===== config.mk =====
export PLATFORM = sky130hd
export DESIGN_NAME = stop_and_wait_arq_node_top
export DESIGN_NICKNAME = d
export VERILOG_FILES = /design/src/rtl/saw_pkg.sv /design/src/rtl/saw_ctrl.sv /design/src/rtl/saw_dp.sv /design/src/rtl/stop_and_wait_arq_node_top.sv
export SDC_FILE = /design/constraint.sdc
export NUM_CORES = 1
export LEC_CHECK = 0
export ABC_AREA = 1
export BUFFER_PORTS_ARGS = -buffer_cell sky130_fd_sc_hd__buf_4
export CELL_PAD_IN_SITES_DETAIL_PLACEMENT = 1
export CELL_PAD_IN_SITES_GLOBAL_PLACEMENT = 2
export CORE_MARGIN = 2
export CORE_UTILIZATION = 42
export CTS_CLUSTER_DIAMETER = 100
export DETAILED_ROUTE_END_ITERATION = 7
export PLACE_DENSITY = 0.88
export SLEW_MARGIN = 20
export SYNTH_ARGS = -nofsm -noshare
export SYNTH_HDL_FRONTEND = slang
export SYNTH_HIERARCHICAL = 1
export SYNTH_SLANG_ARGS = --single-unit
export TNS_END_PERCENT = 100

===== constraint.sdc =====
create_clock -name clk -period 11 [get_ports clk]
set_input_delay 2.2 -clock clk [delete_from_list [all_inputs] [get_ports clk]]
set_output_delay 2.2 -clock clk [all_outputs]
set_load 0.05 [all_outputs]

===== src/rtl/saw_pkg.sv =====
// shared types and constants for the stop-and-wait arq node
// no dependencies; imported by saw_ctrl, saw_dp and stop_and_wait_arq_node_top
`default_nettype none

package saw_pkg;

    // default sizes, used as the parameter defaults of saw_dp and the top level
    localparam int DEF_QUEUE_DEPTH = 16;
    localparam int DEF_ID_WIDTH    = 16;

    // fixed field widths
    localparam int OPCODE_W = 3;
    localparam int ACTION_W = 3;
    localparam int TIMER_W  = 16;
    localparam int TOTAL_W  = 32;

    // register port
    localparam int APB_ADDR_W = 2;
    localparam int APB_DATA_W = 32;
    localparam logic [APB_ADDR_W-1:0] ADDR_TIMEOUT  = 2'd0;
    localparam logic [TIMER_W-1:0]    TIMEOUT_RESET = 16'd1000;

    // link event codes
    typedef enum logic [OPCODE_W-1:0] {
        OP_TICK = 3'd0,
        OP_NEW  = 3'd1,
        OP_ACK  = 3'd2,
        OP_NACK = 3'd3,
        OP_DATA = 3'd4
    } opcode_t;

    // result action codes
    typedef enum logic [ACTION_W-1:0] {
        ACT_NONE    = 3'd0,
        ACT_SEND    = 3'd1,
        ACT_ACK     = 3'd2,
        ACT_NACK    = 3'd3,
        ACT_DELIVER = 3'd4
    } action_t;

    // controller states
    typedef enum logic [1:0] {
        S_IDLE = 2'd0,
        S_EXEC = 2'd1,
        S_OUT  = 2'd2
    } ctrl_state_t;

    // controller to datapath commands
    typedef struct packed {
        logic capture;
        logic execute;
        logic load_ack;
    } dp_cmd_t;

    // datapath to controller status
    typedef struct packed {
        logic second_pending;
    } dp_status_t;

endpackage

`default_nettype wire


===== src/rtl/saw_ctrl.sv =====
// sequencing state machine for the stop-and-wait arq node
// depends on saw_pkg; drives the handshakes and the saw_dp command struct
`default_nettype none

module saw_ctrl
    import saw_pkg::*;
(
    input  wire logic       clk,
    input  wire logic       rst_n,
    input  wire logic       in_valid,
    output logic            in_ready,
    output logic            out_valid,
    input  wire logic       out_ready,
    input  wire dp_status_t status,
    output dp_cmd_t         cmd
);

    ctrl_state_t state_reg;
    ctrl_state_t state_next;

    // state register
    always_ff @(posedge clk or negedge rst_n)
    begin
        if (!rst_n)
        begin
            state_reg <= S_IDLE;
        end
        else
        begin
            state_reg <= state_next;
        end
    end

    // next state and commands
    always_comb
    begin
        state_next   = state_reg;
        in_ready     = 1'b0;
        out_valid    = 1'b0;
        cmd.capture  = 1'b0;
        cmd.execute  = 1'b0;
        cmd.load_ack = 1'b0;
        unique case (state_reg)
            S_IDLE:
            begin
                in_ready = 1'b1;
                if (in_valid)
                begin
                    cmd.capture = 1'b1;
                    state_next  = S_EXEC;
                end
            end
            S_EXEC:
            begin
                cmd.execute = 1'b1;
                state_next  = S_OUT;
            end
            S_OUT:
            begin
                out_valid = 1'b1;
                if (out_ready)
                begin
                    // a clean data frame still owes its ack transaction
                    if (status.second_pending)
                    begin
                        cmd.load_ack = 1'b1;
                    end
                    else
                    begin
                        state_next = S_IDLE;
                    end
                end
            end
            default:
            begin
                state_next = S_IDLE;
            end
        endcase
    end

endmodule

`default_nettype wire


===== src/rtl/saw_dp.sv =====
// datapath of the stop-and-wait arq node: pending fifo, timer, counters, result regs
// depends on saw_pkg; commanded by saw_ctrl
`default_nettype none

module saw_dp
    import saw_pkg::*;
#(
    parameter int QUEUE_DEPTH = DEF_QUEUE_DEPTH,
    parameter int ID_WIDTH    = DEF_ID_WIDTH
) (
    input  wire logic                              clk,
    input  wire logic                              rst_n,
    input  wire dp_cmd_t                           cmd,
    output dp_status_t                             status,
    input  wire logic [TIMER_W-1:0]                timeout_ticks,
    input  wire logic [OPCODE_W-1:0]               opcode,
    input  wire logic [ID_WIDTH-1:0]               packet_id,
    input  wire logic                              bit_error,
    output logic [ACTION_W-1:0]                    action,
    output logic [ID_WIDTH-1:0]                    out_packet_id,
    output logic [$clog2(QUEUE_DEPTH+1)-1:0]       queue_length,
    output logic [TOTAL_W-1:0]                     sent_count,
    output logic [TOTAL_W-1:0]                     received_count,
    output logic                                   overflow,
    output logic                                   last
);

    localparam int PTR_W = $clog2(QUEUE_DEPTH);
    localparam int CNT_W = $clog2(QUEUE_DEPTH + 1);
    localparam logic [CNT_W-1:0] DEPTH_C  = CNT_W'(QUEUE_DEPTH);
    localparam logic [CNT_W:0]   DEPTH_W  = (CNT_W + 1)'(QUEUE_DEPTH);
    localparam logic [PTR_W-1:0] LAST_PTR = PTR_W'(QUEUE_DEPTH - 1);

    // captured transaction
    logic [OPCODE_W-1:0] op_reg;
    logic [ID_WIDTH-1:0] pid_reg;
    logic                err_reg;

    // pending fifo storage and registered head read
    logic [ID_WIDTH-1:0] fifo_mem [QUEUE_DEPTH];
    logic [ID_WIDTH-1:0] rd_data_reg;

    // protocol state
    logic [PTR_W-1:0]    head_reg, head_next;
    logic [CNT_W-1:0]    count_reg, count_next;
    logic                busy_reg, busy_next;
    logic [ID_WIDTH-1:0] outst_reg, outst_next;
    logic [TIMER_W-1:0]  timer_reg, timer_next;
    logic [TOTAL_W-1:0]  acked_reg, accepted_reg;

    // result registers
    action_t             act_reg;
    logic [ID_WIDTH-1:0] id_reg;
    logic                ovf_reg;
    logic                last_reg;

    // step decode
    logic                push, pop, ovf, ack_inc, two;
    action_t             act;
    logic [ID_WIDTH-1:0] id_res;
    logic [CNT_W:0]      tail_sum;
    logic [CNT_W:0]      tail_wrap;
    logic [PTR_W-1:0]    tail;

    // write slot: head plus count, folded once
    assign tail_sum  = (CNT_W + 1)'(head_reg) + (CNT_W + 1)'(count_reg);
    assign tail_wrap = (tail_sum >= DEPTH_W) ? (tail_sum - DEPTH_W) : tail_sum;
    assign tail      = tail_wrap[PTR_W-1:0];

    // one protocol step, evaluated in the execute cycle
    always_comb
    begin
        push       = 1'b0;
        pop        = 1'b0;
        ovf        = 1'b0;
        ack_inc    = 1'b0;
        two        = 1'b0;
        act        = ACT_NONE;
        id_res     = '0;
        busy_next  = busy_reg;
        timer_next = timer_reg;
        outst_next = outst_reg;
        unique case (op_reg)
            OP_TICK:
            begin
                if (busy_reg)
                begin
                    if (timer_reg <= TIMER_W'(1))
                    begin
                        timer_next = timeout_ticks;
                        act        = ACT_SEND;
                        id_res     = outst_reg;
                    end
                    else
                    begin
                        timer_next = timer_reg - TIMER_W'(1);
                    end
                end
            end
            OP_NEW:
            begin
                if (count_reg == DEPTH_C)
                begin
                    ovf = 1'b1;
                end
                else
                begin
                    push = 1'b1;
                    if (!busy_reg)
                    begin
                        // empty fifo: the new packet goes straight out
                        pop    = 1'b1;
                        act    = ACT_SEND;
                        id_res = (count_reg == '0) ? pid_reg : rd_data_reg;
                    end
                end
            end
            OP_ACK:
            begin
                if (!err_reg && busy_reg)
                begin
                    ack_inc   = 1'b1;
                    busy_next = 1'b0;
                    if (count_reg != '0)
                    begin
                        pop    = 1'b1;
                        act    = ACT_SEND;
                        id_res = rd_data_reg;
                    end
                end
            end
            OP_NACK:
            begin
                if (!err_reg && busy_reg)
                begin
                    timer_next = timeout_ticks;
                    act        = ACT_SEND;
                    id_res     = outst_reg;
                end
            end
            OP_DATA:
            begin
                if (err_reg)
                begin
                    act = ACT_NACK;
                end
                else
                begin
                    act    = ACT_DELIVER;
                    id_res = pid_reg;
                    two    = 1'b1;
                end
            end
            default:
            begin
            end
        endcase
        // start of a new outstanding packet
        if (pop)
        begin
            busy_next  = 1'b1;
            timer_next = timeout_ticks;
            outst_next = id_res;
        end
    end

    assign count_next = count_reg + CNT_W'(push) - CNT_W'(pop);
    assign head_next  = !pop ? head_reg :
                        ((head_reg == LAST_PTR) ? '0 : head_reg + PTR_W'(1));

    // capture of the accepted transaction
    always_ff @(posedge clk)
    begin
        if (cmd.capture)
        begin
            op_reg  <= opcode;
            pid_reg <= packet_id;
            err_reg <= bit_error;
        end
    end

    // fifo memory: write at tail, registered read of head
    always_ff @(posedge clk)
    begin
        if (cmd.execute && push)
        begin
            fifo_mem[tail] <= pid_reg;
        end
        if (cmd.capture)
        begin
            rd_data_reg <= fifo_mem[head_reg];
        end
    end

    // protocol state update
    always_ff @(posedge clk or negedge rst_n)
    begin
        if (!rst_n)
        begin
            head_reg     <= '0;
            count_reg    <= '0;
            busy_reg     <= 1'b0;
            outst_reg    <= '0;
            timer_reg    <= '0;
            acked_reg    <= '0;
            accepted_reg <= '0;
        end
        else if (cmd.execute)
        begin
            head_reg     <= head_next;
            count_reg    <= count_next;
            busy_reg     <= busy_next;
            outst_reg    <= outst_next;
            timer_reg    <= timer_next;
            acked_reg    <= acked_reg + TOTAL_W'(ack_inc);
            accepted_reg <= accepted_reg + TOTAL_W'(push);
        end
    end

    // result registers
    always_ff @(posedge clk)
    begin
        if (cmd.execute)
        begin
            act_reg  <= act;
            id_reg   <= id_res;
            ovf_reg  <= ovf;
            last_reg <= !two;
        end
        else if (cmd.load_ack)
        begin
            act_reg  <= ACT_ACK;
            id_reg   <= '0;
            ovf_reg  <= 1'b0;
            last_reg <= 1'b1;
        end
    end

    assign status.second_pending = !last_reg;

    assign action         = act_reg;
    assign out_packet_id  = id_reg;
    assign queue_length   = count_reg;
    assign sent_count     = acked_reg;
    assign received_count = accepted_reg;
    assign overflow       = ovf_reg;
    assign last           = last_reg;

    // an idle node never holds queued packets
    a_idle_empty: assert property (@(posedge clk) disable iff (!rst_n)
        !busy_reg |-> (count_reg == '0))
        else $error("packets queued while node idle");

    // fill level and head pointer stay within the fifo
    a_count_range: assert property (@(posedge clk) disable iff (!rst_n)
        (count_reg <= DEPTH_C) && (head_reg <= LAST_PTR))
        else $error("fifo pointer or count out of range");

    // a dropped packet leaves the fill level and accepted total unchanged
    a_drop_holds: assert property (@(posedge clk) disable iff (!rst_n)
        (cmd.execute && ovf) |=> ($stable(count_reg) && $stable(accepted_reg)))
        else $error("dropped packet changed fifo state");

    // the second transaction of a data frame is a final ack without a handle
    a_second_ack: assert property (@(posedge clk) disable iff (!rst_n)
        cmd.load_ack |=> ((act_reg == ACT_ACK) && last_reg && (id_reg == '0)))
        else $error("ack after delivery malformed");

endmodule

`default_nettype wire


===== src/rtl/stop_and_wait_arq_node_top.sv =====
// top level of the stop-and-wait arq node: apb timeout register, saw_ctrl, saw_dp
// depends on saw_pkg, saw_ctrl and saw_dp
//
// usage:
//   input channel (in_valid/in_ready) carries one link event per transaction:
//   opcode, packet_id, bit_error. output channel (out_valid/out_ready) carries
//   the resulting actions; a clean data frame yields two transactions, deliver
//   then ack, and last marks the final one of each input event.
//   timeout_ticks sits at byte address 0 of the apb port; the user must write it
//   only while the node has no event in progress, which the block does not enforce.
// sequencing:
//   an event is captured in the idle state, executed in the execute state that
//   follows, and its first result is offered in the output state after that;
//   the controller handles one event at a time and the fifo head is read through
//   a registered memory port.
// reset:
//   rst_n clears the fifo pointers, busy flag, timer and totals, and sets
//   timeout_ticks to 1000; fifo contents are left as they are.
// stall:
//   while out_ready is low the result is held and in_ready stays low.
`default_nettype none

module stop_and_wait_arq_node_top
    import saw_pkg::*;
#(
    parameter int QUEUE_DEPTH = DEF_QUEUE_DEPTH,
    parameter int ID_WIDTH    = DEF_ID_WIDTH
) (
    input  wire logic                          clk,
    input  wire logic                          rst_n,
    // apb register port
    input  wire logic                          psel,
    input  wire logic                          penable,
    input  wire logic                          pwrite,
    input  wire logic [APB_ADDR_W-1:0]         paddr,
    input  wire logic [APB_DATA_W-1:0]         pwdata,
    output logic [APB_DATA_W-1:0]              prdata,
    output logic                               pready,
    // link event input
    input  wire logic                          in_valid,
    output logic                               in_ready,
    input  wire logic [OPCODE_W-1:0]           opcode,
    input  wire logic [ID_WIDTH-1:0]           packet_id,
    input  wire logic                          bit_error,
    // action output
    output logic                               out_valid,
    input  wire logic                          out_ready,
    output logic [ACTION_W-1:0]                action,
    output logic [ID_WIDTH-1:0]                out_packet_id,
    output logic [$clog2(QUEUE_DEPTH+1)-1:0]   queue_length,
    output logic [TOTAL_W-1:0]                 sent_count,
    output logic [TOTAL_W-1:0]                 received_count,
    output logic                               overflow,
    output logic                               last
);

    logic [TIMER_W-1:0] timeout_reg;
    dp_cmd_t            cmd;
    dp_status_t         status;

    // timeout register write
    always_ff @(posedge clk or negedge rst_n)
    begin
        if (!rst_n)
        begin
            timeout_reg <= TIMEOUT_RESET;
        end
        else if (psel && penable && pwrite && pready && (paddr == ADDR_TIMEOUT))
        begin
            timeout_reg <= pwdata[TIMER_W-1:0];
        end
    end

    // register readback, zero-wait
    assign prdata = (paddr == ADDR_TIMEOUT) ? APB_DATA_W'(timeout_reg) : '0;
    assign pready = 1'b1;

    // controller
    saw_ctrl u_ctrl (
        .clk       (clk),
        .rst_n     (rst_n),
        .in_valid  (in_valid),
        .in_ready  (in_ready),
        .out_valid (out_valid),
        .out_ready (out_ready),
        .status    (status),
        .cmd       (cmd)
    );

    // datapath
    saw_dp #(
        .QUEUE_DEPTH (QUEUE_DEPTH),
        .ID_WIDTH    (ID_WIDTH)
    ) u_dp (
        .clk            (clk),
        .rst_n          (rst_n),
        .cmd            (cmd),
        .status         (status),
        .timeout_ticks  (timeout_reg),
        .opcode         (opcode),
        .packet_id      (packet_id),
        .bit_error      (bit_error),
        .action         (action),
        .out_packet_id  (out_packet_id),
        .queue_length   (queue_length),
        .sent_count     (sent_count),
        .received_count (received_count),
        .overflow       (overflow),
        .last           (last)
    );

endmodule

`default_nettype wire

==> flow_summary.ini <==
[die]
dieHeight_um = 221
start_util_pct = 42.6
fp-row-count = 79
core_area_um2 = 46600
die_w_um = 221
die_area_um2 = 49000
boundaryPins = 186

[setup_path]
max_stage_delay_ps = 360
critPathKind = in -> out
critPathLaunchType = primary input
crit_family = buffers and inverters
crit_top_cell = buf_4
worst_path_max_delay_cell = nor2_4
path_cells = buf_4, nor2_4, inv_2, nor2_1, buf_4
required_ps = 8800
crit_buf_inv = 3
cp.arrival_ps = 3270
end_kind = output pin
critical_path.max_fanout = 18

[logic_synthesis]
yosysWarnings = 6
synthTopCellsByArea = edfxtp_1 47%, dfrtp_1 15%, nand2_1 9.9%, nor2_1 3.4%, inv_1 3.3%
ys_ff_latch = 437
netlist-cell-type-count = 48
syn_area_per_cell_um2 = 10.3
synth_cells = 1927
synth_top_area_share_pct = 47.3
syn_area_um2 = 19900
yosysSeqAreaShare_pct = 63.0
synth_top_cell_by_area = edfxtp_1

[power]
p_per_area_nw_per_um2 = 217
power_leakage_nw = 9.55
vdd_drop_max_uv = 164
power_w = 0.00501

[global_routing]
grt.total_usage_pct = 23.1
grt_pass1_vias = 15400
grt-ovfl-total = 0
grt_max_degree = 78
grt_pass1_wl_um = 88200
antenna_found_initial = 1

[final_layout]
drive_gt1_share_pct = 15.1
largest_register = u_dp/fifo_mem
diodes = 0
area_delta_synth_final_pct = 16.4
largest_reg_flops = 256
final_nets = 2163

[timing]
max_slew_margin_pct = 24.4
period_minus_slack_ps = 5470
clock.fmax_mhz = 183
drv_slew = 0
rsz0062_at_grt = no
finClkSkew_ps = 60.7
worst_slack_ps = 5530
min_period_over_period_pct = 49.7
hold_slack_ps = 473
worst_pin_slew_ps = 1130
setup_viol = 0
final_hold_viol_count = 0
setup_tns_ps = 0

[drt]
wl_met2_um = 27000
highest_layer = met5
via_per_inst = 5.31
wire_per_inst_um = 20.7
vias = 14500
totalWireLength_um = 56600
first_pass_iters = 5
first_iter_violations = 1132
wl_met1_um = 24900
drc = 0
wl_met3_um = 2930
ant_nets = 0

[placed_design]
place.gp.congestion = 0.814
port_buffers = 152
dp.final_hpwl_um = 35800
post-place-ws_ps = 5520

[clocking]
cts_sinks = 437
cts_resized = 0
cts_max_path_buffers = 3
numCtsBuffers = 48
cts.hold.buffers_added = 0
clkSlewWorstSetupHoldPaths_ps = 60
tritoncts = yes
clk_latency_ps = 630
post-cts-setup-buffer-count = 0
cts-htree-levels = 2
cts-root-buf = clkbuf_16

[job]
maxCapViolCount = 0

[hold_path]
min_path_type = reg -> reg

[status]
status = completed
==> worst paths after layout <==
check / cells after the start / to / from / slack, ps
worst max-delay path: 5 / prdata[13] / paddr[1] / 5530
worst min-delay path: 1 / u_dp/sent_count[31] / u_dp/sent_count[31] / 470
worst max register to register: 6 / u_dp/fifo_mem[4][2] / u_dp/head_reg[0] / 7400
worst min register to register: 1 / u_dp/sent_count[31] / u_dp/sent_count[31] / 470
max in group asynchronous: 2 / timeout_reg[10] / rst_n / 8170
min in group asynchronous: 1 / u_dp/outst_reg[3] / rst_n / 1630
==> cell families (layout without fill, tap and decap cells) <==
logic type,Yosys count,count (layout),share of synthesized area (%)
xor gates and xnor gates,60,60,2.65
DFF,437,437,63.0
and+or+nand+nor,930,930,20.5
buffers and inverters,275,457,6.18
adders and majority gates,17,17,1.15
AOI/OAI and AO/OA,206,206,6.43
other,2,17,0.0378
==> layer usage <==
metal / GRT usage, % / vias up
met5: 0 / -
met4: 8.38 / 2
met3: 3.98 / 114
met2: 38.0 / 374
met1: 30.7 / 7275
li1: - / 6731
==> power breakdown <==
part	total [W]	switching, W	internal [W]
clock	0.00159	0.000680	0.000912
combinational	0.00126	0.000896	0.000362
sequential	0.00216	0.000186	0.00198
==> placed cells by master (no fill, tap or decap), types with 6 or more instances in the layout <==
cell,count
o21bai_1,16
inv_1,176
clkinv_1,22
xnor2_1,19
nor3_1,22
dfrtp_1,116
dfstp_2,6
nor2_1,173
nor2_4,8
edfxtp_1,313
nand3_1,118
conb_1,17
clkbuf_1,6
o2111ai_1,31
o21ai_0,77
nand2_1,522
clkbuf_16,48
o211ai_1,33
xor2_1,41
and2_1,8
nor2_2,18
nand3_2,13
ha_1,15
nand2_2,8
nand4_1,18
a21oi_1,43
buf_4,179
inv_2,8
==> cell usage after synthesis, drive strengths merged <==
master / number
inv: 186
a31oi: 3
nor4: 3
nand3b: 4
a21oi: 43
nor3: 24
o211ai: 33
buf: 56
nand2: 535
o21bai: 16
o2111ai: 31
nand4: 19
o21ai: 78
o22ai: 2
xor2: 41
ha: 15
dfrtp: 118
xnor2: 19
nor3b: 2
and3: 1
clkbuf: 31
or2: 1
clkinv: 2
dfstp: 6
edfxtp: 313
fa: 2
nand3: 133
nor2: 200
and2: 8
conb: 2
==> final cells by class <==
class,count,area (um2)
Clock inverter,33,312
Tap cell,607,759
Fill cell,5116,23400
Sequential cell,437,12500
Multi-Input combinational cell,1230,6200
Timing Repair Buffer,180,1360
Inverter,188,713
Clock buffer,56,1250
==> stage by stage <==
stage / instance area, um2 / util, % / cells
6_report: 23100 / 49.6 / 2731
5_1_grt: 23100 / 49.6 / 2731
4_1_cts: 23100 / 49.6 / 2731
3_5_place_dp: 21500 / 46.3 / 2642
3_3_place_gp: 21500 / 46.3 / 2642
2_1_floorplan: 19900 / - / 1942
(Power assumes the default switching activity.)
